`src/rtl/grb_pkg.sv`:
```
// Shared constants and types for the group reversal buffer.
`default_nettype none

package grb_pkg;

	localparam int MAX_GROUP = 16;                   // largest group held in one bank
	localparam int IDX_W     = $clog2(MAX_GROUP);    // entry index within a bank
	localparam int CNT_W     = $clog2(MAX_GROUP + 1); // values in a bank, 0..MAX_GROUP
	localparam int NBANK     = 2;                    // ping-pong banks
	localparam int BANK_W    = $clog2(NBANK);
	localparam int ADDR_W    = BANK_W + IDX_W;
	localparam int MEM_DEPTH = NBANK * MAX_GROUP;
	localparam int QCNT_W    = $clog2(NBANK + 1);    // run queue occupancy
	localparam int GS_W      = 5;                    // group_size register width
	localparam int CMP_W     = (CNT_W > GS_W) ? CNT_W : GS_W;
	localparam int VAL_W     = 32;

	localparam logic [GS_W-1:0] GS_RESET = GS_W'(2);

	// Write into the value store.
	typedef struct packed {
		logic              en;
		logic [ADDR_W-1:0] addr;
		logic [VAL_W-1:0]  data;
	} store_wr_t;

	// One finished run waiting to be drained.
	typedef struct packed {
		logic [BANK_W-1:0] bank;
		logic [CNT_W-1:0]  count;
		logic              rev;      // full group: emit newest first
		logic              seq_last; // run closes the sequence
	} run_desc_t;

endpackage

`default_nettype wire

```
`src/rtl/grb_front.sv`:
```
// Front end: accepts values, fills the current bank and closes runs.
`default_nettype none

module grb_front (
	input  wire                          clk,
	input  wire                          arst_n,
	input  wire                          cfg_we,
	input  wire  [grb_pkg::GS_W-1:0]     cfg_wdata,
	input  wire                          in_valid,
	output logic                         in_ready,
	input  wire  [grb_pkg::VAL_W-1:0]    in_value,
	input  wire                          in_last,
	input  wire                          q_full,
	output logic                         q_push,
	output grb_pkg::run_desc_t           q_desc,
	output grb_pkg::store_wr_t           st_wr
);

	logic [grb_pkg::GS_W-1:0]   group_size_q;
	logic [grb_pkg::CNT_W-1:0]  fill_q;
	logic [grb_pkg::BANK_W-1:0] bank_q;

	logic [grb_pkg::CNT_W-1:0]  n;
	logic [grb_pkg::CMP_W-1:0]  gs_ext;
	logic [grb_pkg::CMP_W-1:0]  k;
	logic                       accept;
	logic                       full_group;
	logic                       close_run;

	always_comb begin
		gs_ext = grb_pkg::CMP_W'(group_size_q);
		// zero acts as one, oversize saturates
		if (gs_ext == '0) begin
			k = grb_pkg::CMP_W'(1);
		end else if (gs_ext > grb_pkg::CMP_W'(grb_pkg::MAX_GROUP)) begin
			k = grb_pkg::CMP_W'(grb_pkg::MAX_GROUP);
		end else begin
			k = gs_ext;
		end
	end

	assign in_ready   = !q_full;
	assign accept     = in_valid && in_ready;
	assign n          = fill_q + grb_pkg::CNT_W'(1);
	assign full_group = grb_pkg::CMP_W'(n) >= k;
	assign close_run  = full_group || in_last;

	assign st_wr.en   = accept;
	assign st_wr.addr = {bank_q, fill_q[grb_pkg::IDX_W-1:0]};
	assign st_wr.data = in_value;

	assign q_push          = accept && close_run;
	assign q_desc.bank     = bank_q;
	assign q_desc.count    = n;
	assign q_desc.rev      = full_group;
	assign q_desc.seq_last = in_last;

	always_ff @(posedge clk or negedge arst_n) begin
		if (!arst_n) begin
			group_size_q <= grb_pkg::GS_RESET;
		end else if (cfg_we) begin
			group_size_q <= cfg_wdata;
		end
	end

	always_ff @(posedge clk or negedge arst_n) begin
		if (!arst_n) begin
			fill_q <= '0;
			bank_q <= '0;
		end else if (accept) begin
			if (close_run) begin
				fill_q <= '0;
				bank_q <= bank_q + grb_pkg::BANK_W'(1);
			end else begin
				fill_q <= n;
			end
		end
	end

endmodule

`default_nettype wire

```
`src/rtl/grb_queue.sv`:
```
// Run queue between front and back; one slot per bank.
`default_nettype none

module grb_queue (
	input  wire                  clk,
	input  wire                  arst_n,
	input  wire                  push,
	input  grb_pkg::run_desc_t   push_desc,
	input  wire                  pop,
	output logic                 full,
	output logic                 head_valid,
	output grb_pkg::run_desc_t   head_desc
);

	grb_pkg::run_desc_t          slot_q [grb_pkg::NBANK];
	logic [grb_pkg::BANK_W-1:0]  wr_ptr_q;
	logic [grb_pkg::BANK_W-1:0]  rd_ptr_q;
	logic [grb_pkg::QCNT_W-1:0]  count_q;

	assign full       = count_q == grb_pkg::QCNT_W'(grb_pkg::NBANK);
	assign head_valid = count_q != '0;
	assign head_desc  = slot_q[rd_ptr_q];

	always_ff @(posedge clk) begin
		if (push) begin
			slot_q[wr_ptr_q] <= push_desc;
		end
	end

	always_ff @(posedge clk or negedge arst_n) begin
		if (!arst_n) begin
			wr_ptr_q <= '0;
			rd_ptr_q <= '0;
			count_q  <= '0;
		end else begin
			if (push) begin
				wr_ptr_q <= wr_ptr_q + grb_pkg::BANK_W'(1);
			end
			if (pop) begin
				rd_ptr_q <= rd_ptr_q + grb_pkg::BANK_W'(1);
			end
			case ({push, pop})
				2'b10:   count_q <= count_q + grb_pkg::QCNT_W'(1);
				2'b01:   count_q <= count_q - grb_pkg::QCNT_W'(1);
				default: count_q <= count_q;
			endcase
		end
	end

endmodule

`default_nettype wire

```
`src/rtl/grb_back.sv`:
```
// Back end: value store and the drain sequencer that emits runs.
`default_nettype none

module grb_back (
	input  wire                          clk,
	input  wire                          arst_n,
	input  grb_pkg::store_wr_t           st_wr,
	input  wire                          run_valid,
	input  grb_pkg::run_desc_t           run_desc,
	output logic                         run_pop,
	output logic                         out_valid,
	input  wire                          out_ready,
	output logic [grb_pkg::VAL_W-1:0]    out_value,
	output logic                         out_run_last,
	output logic                         out_seq_last
);

	logic [grb_pkg::VAL_W-1:0]  mem [grb_pkg::MEM_DEPTH];

	logic [grb_pkg::CNT_W-1:0]  pos_q;
	logic [grb_pkg::CNT_W-1:0]  rd_pos;
	logic [grb_pkg::ADDR_W-1:0] rd_addr;
	logic                       fin;
	logic                       issue;
	logic                       adv_out;
	logic                       adv_s1;

	logic                       valid_s1;
	logic [grb_pkg::VAL_W-1:0]  value_s1;
	logic                       run_last_s1;
	logic                       seq_last_s1;

	logic                       out_valid_q;
	logic [grb_pkg::VAL_W-1:0]  out_value_q;
	logic                       out_run_last_q;
	logic                       out_seq_last_q;

	always_ff @(posedge clk) begin
		if (st_wr.en) begin
			mem[st_wr.addr] <= st_wr.data;
		end
	end

	assign adv_out = !out_valid_q || out_ready;
	assign adv_s1  = !valid_s1 || adv_out;
	assign issue   = run_valid && adv_s1;
	assign fin     = (pos_q + grb_pkg::CNT_W'(1)) == run_desc.count;
	assign run_pop = issue && fin;

	always_comb begin
		if (run_desc.rev) begin
			rd_pos = run_desc.count - grb_pkg::CNT_W'(1) - pos_q;
		end else begin
			rd_pos = pos_q;
		end
		rd_addr = {run_desc.bank, rd_pos[grb_pkg::IDX_W-1:0]};
	end

	// read stage and output register: payload registers take no reset
	always_ff @(posedge clk) begin
		if (issue) begin
			value_s1    <= mem[rd_addr];
			run_last_s1 <= fin;
			seq_last_s1 <= fin && run_desc.seq_last;
		end
		if (adv_out && valid_s1) begin
			out_value_q    <= value_s1;
			out_run_last_q <= run_last_s1;
			out_seq_last_q <= seq_last_s1;
		end
	end

	always_ff @(posedge clk or negedge arst_n) begin
		if (!arst_n) begin
			pos_q       <= '0;
			valid_s1    <= 1'b0;
			out_valid_q <= 1'b0;
		end else begin
			if (issue) begin
				pos_q <= fin ? '0 : pos_q + grb_pkg::CNT_W'(1);
			end
			if (issue) begin
				valid_s1 <= 1'b1;
			end else if (adv_out) begin
				valid_s1 <= 1'b0;
			end
			if (adv_out) begin
				out_valid_q <= valid_s1;
			end
		end
	end

	assign out_valid    = out_valid_q;
	assign out_value    = out_value_q;
	assign out_run_last = out_run_last_q;
	assign out_seq_last = out_seq_last_q;

endmodule

`default_nettype wire

```
`src/rtl/group_reversal_buffer_core.sv`:
```
// Top level of the group reversal buffer: front end, run queue and back end.
`default_nettype none

// Channel   Dir   Width  Contents
// s_*       in    32+1   request: tdata = value, tlast = end_of_list
// m_*       out   32+2   result:  tdata = out_value, tlast = run_last,
//                                 tuser = sequence_last
// cfg_*     in    5      group_size write, one register
//
// Flow: the front accepts a value while s_tready is high; a closed run of
// n values drains at one result per cycle while m_tready is high, each
// read passing the store read register, then the output register. Two
// banks of MAX_GROUP entries alternate, so the front fills one bank while
// the back drains the other; a stream of full groups sustains about one
// value per cycle in, bounded by the single store read port on output.
// Reset: arst_n clears fill count, bank pointers, queue and output valid;
// group_size returns to 2. Store contents stay as they are.
// Stalls: s_tready drops while both banks hold runs not yet drained;
// m_tready low holds the output register and the read stage behind it.

module group_reversal_buffer_core (
	input  wire                         clk,
	input  wire                         arst_n,
	// configuration
	input  wire                         cfg_we,
	input  wire  [grb_pkg::GS_W-1:0]    cfg_wdata,   // group_size
	// input stream
	input  wire                         s_tvalid,
	output logic                        s_tready,
	input  wire  [grb_pkg::VAL_W-1:0]   s_tdata,     // [31:0] value
	input  wire                         s_tlast,     // end_of_list
	// output stream
	output logic                        m_tvalid,
	input  wire                         m_tready,
	output logic [grb_pkg::VAL_W-1:0]   m_tdata,     // [31:0] out_value
	output logic                        m_tlast,     // run_last
	output logic                        m_tuser      // [0] sequence_last
);

	grb_pkg::store_wr_t st_wr;
	grb_pkg::run_desc_t push_desc;
	grb_pkg::run_desc_t head_desc;
	logic               q_full;
	logic               q_push;
	logic               q_pop;
	logic               head_valid;

	// Front: writes each value into the filling bank and closes a run when
	// the group is complete or the sequence ends.
	grb_front u_front (
		.clk       (clk),
		.arst_n    (arst_n),
		.cfg_we    (cfg_we),
		.cfg_wdata (cfg_wdata),
		.in_valid  (s_tvalid),
		.in_ready  (s_tready),
		.in_value  (s_tdata),
		.in_last   (s_tlast),
		.q_full    (q_full),
		.q_push    (q_push),
		.q_desc    (push_desc),
		.st_wr     (st_wr)
	);

	// Queue of closed runs; its depth equals the bank count, so a free slot
	// also means a free bank.
	grb_queue u_queue (
		.clk        (clk),
		.arst_n     (arst_n),
		.push       (q_push),
		.push_desc  (push_desc),
		.pop        (q_pop),
		.full       (q_full),
		.head_valid (head_valid),
		.head_desc  (head_desc)
	);

	// Back: walks the head run, reversed for a full group, in order for a
	// tail, and frees the bank once its last read is issued.
	grb_back u_back (
		.clk          (clk),
		.arst_n       (arst_n),
		.st_wr        (st_wr),
		.run_valid    (head_valid),
		.run_desc     (head_desc),
		.run_pop      (q_pop),
		.out_valid    (m_tvalid),
		.out_ready    (m_tready),
		.out_value    (m_tdata),
		.out_run_last (m_tlast),
		.out_seq_last (m_tuser)
	);

endmodule

`default_nettype wire

```
`config.mk`:
```
export PLATFORM = sky130hd
export DESIGN_NAME = group_reversal_buffer_core
export DESIGN_NICKNAME = d
export VERILOG_FILES = /design/src/rtl/grb_pkg.sv /design/src/rtl/grb_front.sv /design/src/rtl/grb_queue.sv /design/src/rtl/grb_back.sv /design/src/rtl/group_reversal_buffer_core.sv
export SDC_FILE = /design/constraint.sdc
export NUM_CORES = 2
export LEC_CHECK = 0
export BUFFER_PORTS_ARGS = -buffer_cell sky130_fd_sc_hd__buf_4
export CAP_MARGIN = 40
export CORE_ASPECT_RATIO = 1.4
export CORE_MARGIN = 2
export CORE_UTILIZATION = 35
export CTS_CLUSTER_SIZE = 25
export DETAILED_ROUTE_END_ITERATION = 6
export PLACE_DENSITY = 0.51
export SYNTH_ARGS = -nofsm -noshare
export SYNTH_HDL_FRONTEND = slang
export SYNTH_SLANG_ARGS = --single-unit
export TNS_END_PERCENT = 1
```
`constraint.sdc`:
```
create_clock -name clk -period 10.3 [get_ports clk]
set_input_delay 1.545 -clock clk [delete_from_list [all_inputs] [get_ports clk]]
set_output_delay 1.545 -clock clk [all_outputs]
set_load 0.005 [all_outputs]
```
Yosys cells after proc, flatten, opt, wreduce, memory -nomap -nowiden
Memories as Yosys holds them, arrays and structs flattened. A register that Yosys moved wholly into a read port is not among the register bits.
Cells that the tools add are included.

word-level totals
  register bits = 58
  bits in latches = 0
  bits in writable memories = 1040
  bits in read-only memories = 0
  bits of input ports = 43
  output and inout bits = 36
  logic and storage cells = 60
  memories = 2

memory list
  memory          words  bits a word  rd ports  clocked after memory_dff  wr ports  RTL line         source
  u_back.mem      32     32           1         1                         1         grb_back.sv:18   logic [grb_pkg::VAL_W-1:0] mem [grb_pkg::MEM_DEPTH];
  u_queue.slot_q  2      8            1         0                         1         grb_queue.sv:15  grb_pkg::run_desc_t slot_q [grb_pkg::NBANK];

cells by class
  $add $sub $neg = 9
  multipliers = 0
  divide/modulo/power cells = 0
  order comparisons = 2
  equality and inequality tests = 4
  shifts and indexed selects = 0
  muxes and demuxes = 12
  bitwise logic cells = 0
  reduce and logical (&&, ||, !) cells = 17

operators by type and width
  cell                 number
  $mux 5               4
  $add 5x1->5 const B  2
  $logic_and 1x1->1    6
  $mux 1               6
  $reduce_bool 2->1    3
  $eq 5x5->1           1
  $ge 5x5->1           1
  $gt 5x5->1 const B   1
  $logic_not 5->1      1
  $eq 2x2->1 const B   2
  $mux 4               1
  $pmux 2 s2           1
  $sub 4x1->4 const B  1
  $sub 4x4->4          1
  $add 1x1->1 const B  3
  $logic_not 1->1      3
  $logic_or 1x1->1     3
  $add 2x1->2 const B  1
  $eq 2x1->1 const B   1
  $reduce_and 2->1     1
  $sub 2x1->2 const B  1

Depth between registers and ports, before layout
  depth in word-level cells = 8
  gate-level depth with buffers = 14
  mapped depth without buffers = 14

Hierarchy
Synthesis repeated with hierarchy kept, for this count alone.

second synthesis, totals
  cells, all modules = 3848
  area, all modules = 49448.7 um^2

modules (own cells, without submodules)
  module     times used  cells each  area each (um^2)  sequential area each (um^2)
  grb_back   1           3698        47720.8           32966.6
  grb_front  1           109         963.4             276.5
  grb_queue  1           41          764.5             580.6

Worst setup path before layout
No wires, ideal clock.

  kind = input-to-reg
  from = input s_tvalid
  to = memory u_back.mem[31][0] (netlist bit), enable pin
  library setup time = 0.421 ns
  data arrival time = 3.515 ns
  data required time = 9.879 ns
  path slack = 6.364 ns
  stages on the path = 4
  buffers on the path = 1
  path through = and2_1 -> clkbuf_1 -> nand2_1 -> nor2_1

on the way
  longest elaborated chain between the ends = 3

RTL lines
  element                       RTL line                          source
  start: declaration            group_reversal_buffer_core.sv:28  input wire s_tvalid,
  $logic_and 1x1->1             grb_front.sv:43                   assign accept = in_valid && in_ready;
  $mux 1                        grb_back.sv:39                    if (st_wr.en) begin
  $mux 1 (not written as such)  grb_back.sv:40                    mem[st_wr.addr] <= st_wr.data;
  end: declaration              grb_back.sv:18

Every way passes these cells.

Worst setup path in the final report
  from = register u_queue.rd_ptr_q
  to = register u_back.value_s1[25] (netlist bit), read port of u_back.mem (data pin)

on the way
  longest elaborated chain between the ends = 4

RTL lines
  element                   RTL line         source
  start: declaration        grb_queue.sv:17  logic [grb_pkg::BANK_W-1:0] rd_ptr_q;
  start signal: assignment  grb_queue.sv:40  rd_ptr_q <= rd_ptr_q + grb_pkg::BANK_W'(1);
  $mem_v2 2x8 *             --
  $sub 4x1->4               grb_back.sv:52   rd_pos = run_desc.count - grb_pkg::CNT_W'(1) - pos_q;
  $sub 4x4->4               grb_back.sv:52
  $mux 4                    grb_back.sv:51   if (run_desc.rev) begin
  end: declaration          grb_back.sv:29   logic [grb_pkg::VAL_W-1:0] value_s1;

Every way passes the cells marked *; elsewhere a longest branch is shown, timed or not.
A chain may end at the register's enable or synchronous reset.

==> impl_metrics.toml <==
[detailed_routing]
count_of_tritonroute_iterations_in_the_first_routing_pass = 6
totalWireLength_mm = 139
post_drt_via_cell_ratio = 5.63
route.vias.total = 26700
wl_per_cell_um = 29.3
detail_route.drc_violations = 0
dr.first_iter.drc_count = 2436
drt.antenna.violating_nets = 0

[die]
die_height_um = 435
die_w_um = 312
row_count = 158
design.core.area_mm2 = 0.132
initial_core_util_pct = 35.2
floorplan.die_area_mm2 = 0.136
boundaryPins = 79

[placed_design]
place.port_buffers = 78
gp_congestion = 0.763
hpwl_mm = 73.6

[clock_tree]
insertion_delay_ns = 0.71
cts_tree = "yes"
clockRootBuffer = "clkbuf_16"
cts_buffer_depth = 3
cts_buffers = 107
cts_hold_buf = 0
post_cts.resized_instances = 0
post-cts-setup-buffers = 0
clk_pin_slew_ns = 0.07
cts.sink_count = 1130
htree_levels = 3

[setup_path]
crit-reg2reg-launch = "u_queue.rd_ptr_q"
worstSetupEndpointType = "register"
critical_path.cell_chain = "mux2_2 -> ha_1 -> fa_4 -> buf_4 -> o21a_2 -> buf_4 -> o22ai_1 -> nor4_1 -> nor4_1"
timing.critical_path.max_delay_family = "adder cells"
rr_endpoint = "u_back.value_s1[25]"
setup.reg_to_reg.worst_slack_ns = 4.93
cpMaxStageDelayCell = "fa_4"
critical_path_peak_fanout = 40
cp-startpoint = "u_queue.rd_ptr_q"
worst-endpoint-required_ns = 10.72
critPathLaunchType = "register"
critical_path_class = "register to register"
worst_path_largest_cell_delay_ns = 1.35
r2r.worst_path.cells = 9
critPathBufInv = 2
worst_ep_arrival_time_ns = 5.79

[power]
total_leakage_power_uw = 0.0174
power_frac_clock_pct = 21.8
comb_power_share_pct = 45.2
power_report.internal_total_uw = 10500
peak_supply_drop_v = 0.000394
power_switching_share_pct = 39.3
p_sw_uw = 6820
power_density_mw_per_mm2 = 327
seq_power_share_pct = 33.0

[logic_synthesis]
synth_seq_cells = 1130
synthesis.area_mm2 = 0.0465
synthesis_warnings = 0
postSynthAreaPerCell_um2 = 16.7
syn-num-nets = 2853
synth-async-reset-ratio_pct = 1.95
seq_area_frac_synth_pct = 72.7
netlist-cell-type-count = 48
synth_top_cell_area_share_pct = 71.5
synthCells = 2795
ys_top_cells_by_area = "edfxtp_1 71%, mux4_2 6.2%, mux2i_1 5.7%"
post_synth_edffs = 1108
postSynth.topFlopCell = "edfxtp_1"
synthDominantAreaCellType = "edfxtp_1"

[timing]
timing.final.crit_period_ns = 5.37
rsz0062_at_grt = "false"
slew_headroom_pct = 38.5
finalClockSkew_ns = 0.0205
totalNegativeSetupSlack_ns = 0
timing_hold_violations_final = 0
max_slew.worst_pin.slew_ns = 0.910
final.period_utilization_pct = 52.1
slew_viol_final = 0
finalSetupViolCount = 0
clock.fmax_ghz = 0.186

[global_route]
vias_in_the_first_global_route = 27500
grt_start_max_net_pins = 123
grt_first_pass_wirelength_mm = 198
gr-usage-all-layers_pct = 20.3
grt_remaining_overflow = 0
antenna_found_initial = 5

[status]
outcome = "complete, no violations"

[flow_run]
cap_viol_max_count = 0

[layout]
final.fill_count = 11900
synthToLayoutAreaGrowth_pct = 14.0
finalNetCount = 2951
finish.utilization_pct = 40.1
layout-drive-gt1-share_pct = 18.4

[hold_path]
worst_hold_startpoint = "u_back.value_s1[20]"
timing.hold.worst_endpoint = "u_back.out_value[20]"
type_of_the_worst_min_delay_path = "register to register"
worst_hold_path.num_cells = 0
## area by class of cell
| type | count | area, µm² | share of cell area (%) |
|---|---|---|---|
| Clock inverter | 66 | 482 | 0.908 |
| Timing Repair Buffer | 170 | 1420 | 2.67 |
| Tap cell | 1760 | 2200 | 4.15 |
| Antenna cell | 3 | 7.51 | 0.0142 |
| Clock buffer | 131 | 2810 | 5.30 |
| Inverter | 10 | 37.5 | 0.0708 |
| Multi-Input combinational cell | 1474 | 12300 | 23.1 |
| Sequential cell | 1130 | 33800 | 63.8 |
## metrics by stage
| step | area (µm²) | total power (µW) | setup slack [ns] | std cells | hold WS (ns) |
|---|---|---|---|---|---|
| after floorplan | 46500 | 10800 | 6.36 | 2795 | 0.400 |
| after global placement | 49500 | 13500 | 4.78 | 4528 | 0.430 |
| after detailed placement | 49700 | 13700 | 4.91 | 4543 | 0.411 |
| after CTS | 53000 | 17500 | 4.89 | 4740 | 0.429 |
| after global routing | 53000 | 18100 | 4.78 | 4741 | 0.444 |
| final | 53000 | 17300 | 4.93 | 4744 | 0.426 |
## per-layer routing
| metal | up-vias | track usage, % | part of all wire [%] |
|---|---|---|---|
| li1 | 11400 | - | - |
| met1 | 14200 | 24.5 | 39 |
| met2 | 914 | 36.6 | 52 |
| met3 | 250 | 2.93 | 5.4 |
| met4 | 2 | 7.17 | 3.3 |
| met5 | - | 0 | 0.013 |
## power groups by stage
stage	Clock [µW]	Sequential (µW)	Combinational, µW
after global routing	4030	5750	8330
final	3790	5720	7840
after floorplan	0	5700	5130
after global placement	0	5820	7670
after CTS	3860	5730	7910
after detailed placement	0	5820	7900
## worst register-to-register path, delay by kind of cell (launching register included)
family,cells,cell delay [ns]
and+or+nand+nor,2,0.70
adders and majority gates,2,1.59
AOI/OAI and AO/OA,2,0.48
buffers and inverters,2,1.26
DFF,1,0.66
muxes,1,0.40
## cells in the final DEF, fill, tap and decap left out, types with 34 or more instances in the layout
cell type	count
o21ai_0	40
nor2_1	77
nand2_1	251
o22ai_1	34
nor4_1	65
mux2_2	41
clkbuf_16	109
mux4_2	128
nand3_1	167
nor2_4	34
mux2i_1	260
buf_4	150
edfxtp_1	1108
a22oi_1	64
a21oi_1	66
## synthesized netlist by cell type (all sizes together) (6+ instances only)
library cell / number
xnor2: 7
nor4: 65
mux2: 42
clkbuf: 115
ha: 14
a22oi: 64
o22ai: 34
buf: 66
a32oi: 32
nor2: 111
inv: 10
a21o: 6
o2bb2ai: 32
nor4b: 32
nand3: 167
nand2b: 6
o21ai: 41
a21oi: 70
mux2i: 265
nor3: 7
xor2: 11
a22o: 32
dfrtp: 21
nand2: 253
mux4: 128
a31oi: 32
edfxtp: 1108
## kinds of logic (layout without fill, tap and decap cells)
| group | Yosys count | in the layout | share of synthesized area [%] |
|---|---|---|---|
| other | 0 | 3 | 0 |
| and+or+nand+nor | 657 | 657 | 6.61 |
| adders and majority gates | 15 | 15 | 0.419 |
| xor gates and xnor gates | 18 | 18 | 0.339 |
| muxes | 435 | 435 | 12.9 |
| DFF | 1130 | 1130 | 72.7 |
| buffers and inverters | 191 | 377 | 1.89 |
| AOI/OAI and AO/OA | 349 | 349 | 5.12 |
## worst max-delay path by stage
| stage | end | cells past startpoint |
|---|---|---|
| floorplan | u_back.mem[31][0] | 4 |
| global placement | u_back.value_s1[28] | 9 |
| detailed placement | u_back.value_s1[25] | 9 |
| CTS | u_back.value_s1[25] | 9 |
| global route | u_back.value_s1[25] | 9 |
| finish | u_back.value_s1[25] | 9 |
## registers in the layout, summed over array words and instances, names as in the netlist
| register | count |
|---|---|
| u_back.value_s1 | 32 |
| u_back.valid_s1 | 1 |
| u_front.fill_q | 5 |
| u_front.bank_q | 1 |
| u_back.seq_last_s1 | 1 |
| u_back.run_last_s1 | 1 |
| u_back.out_run_last | 1 |
| u_queue.count_q | 2 |
| u_queue.slot_q | 16 |
| u_queue.wr_ptr_q | 1 |
| u_back.pos_q | 5 |
| u_back.out_value | 32 |
| u_back.mem | 1024 |
| u_queue.rd_ptr_q | 1 |
| u_back.out_valid | 1 |
| u_back.out_seq_last | 1 |
| u_front.group_size_q | 5 |
Power figures use the tool's default switching activity.
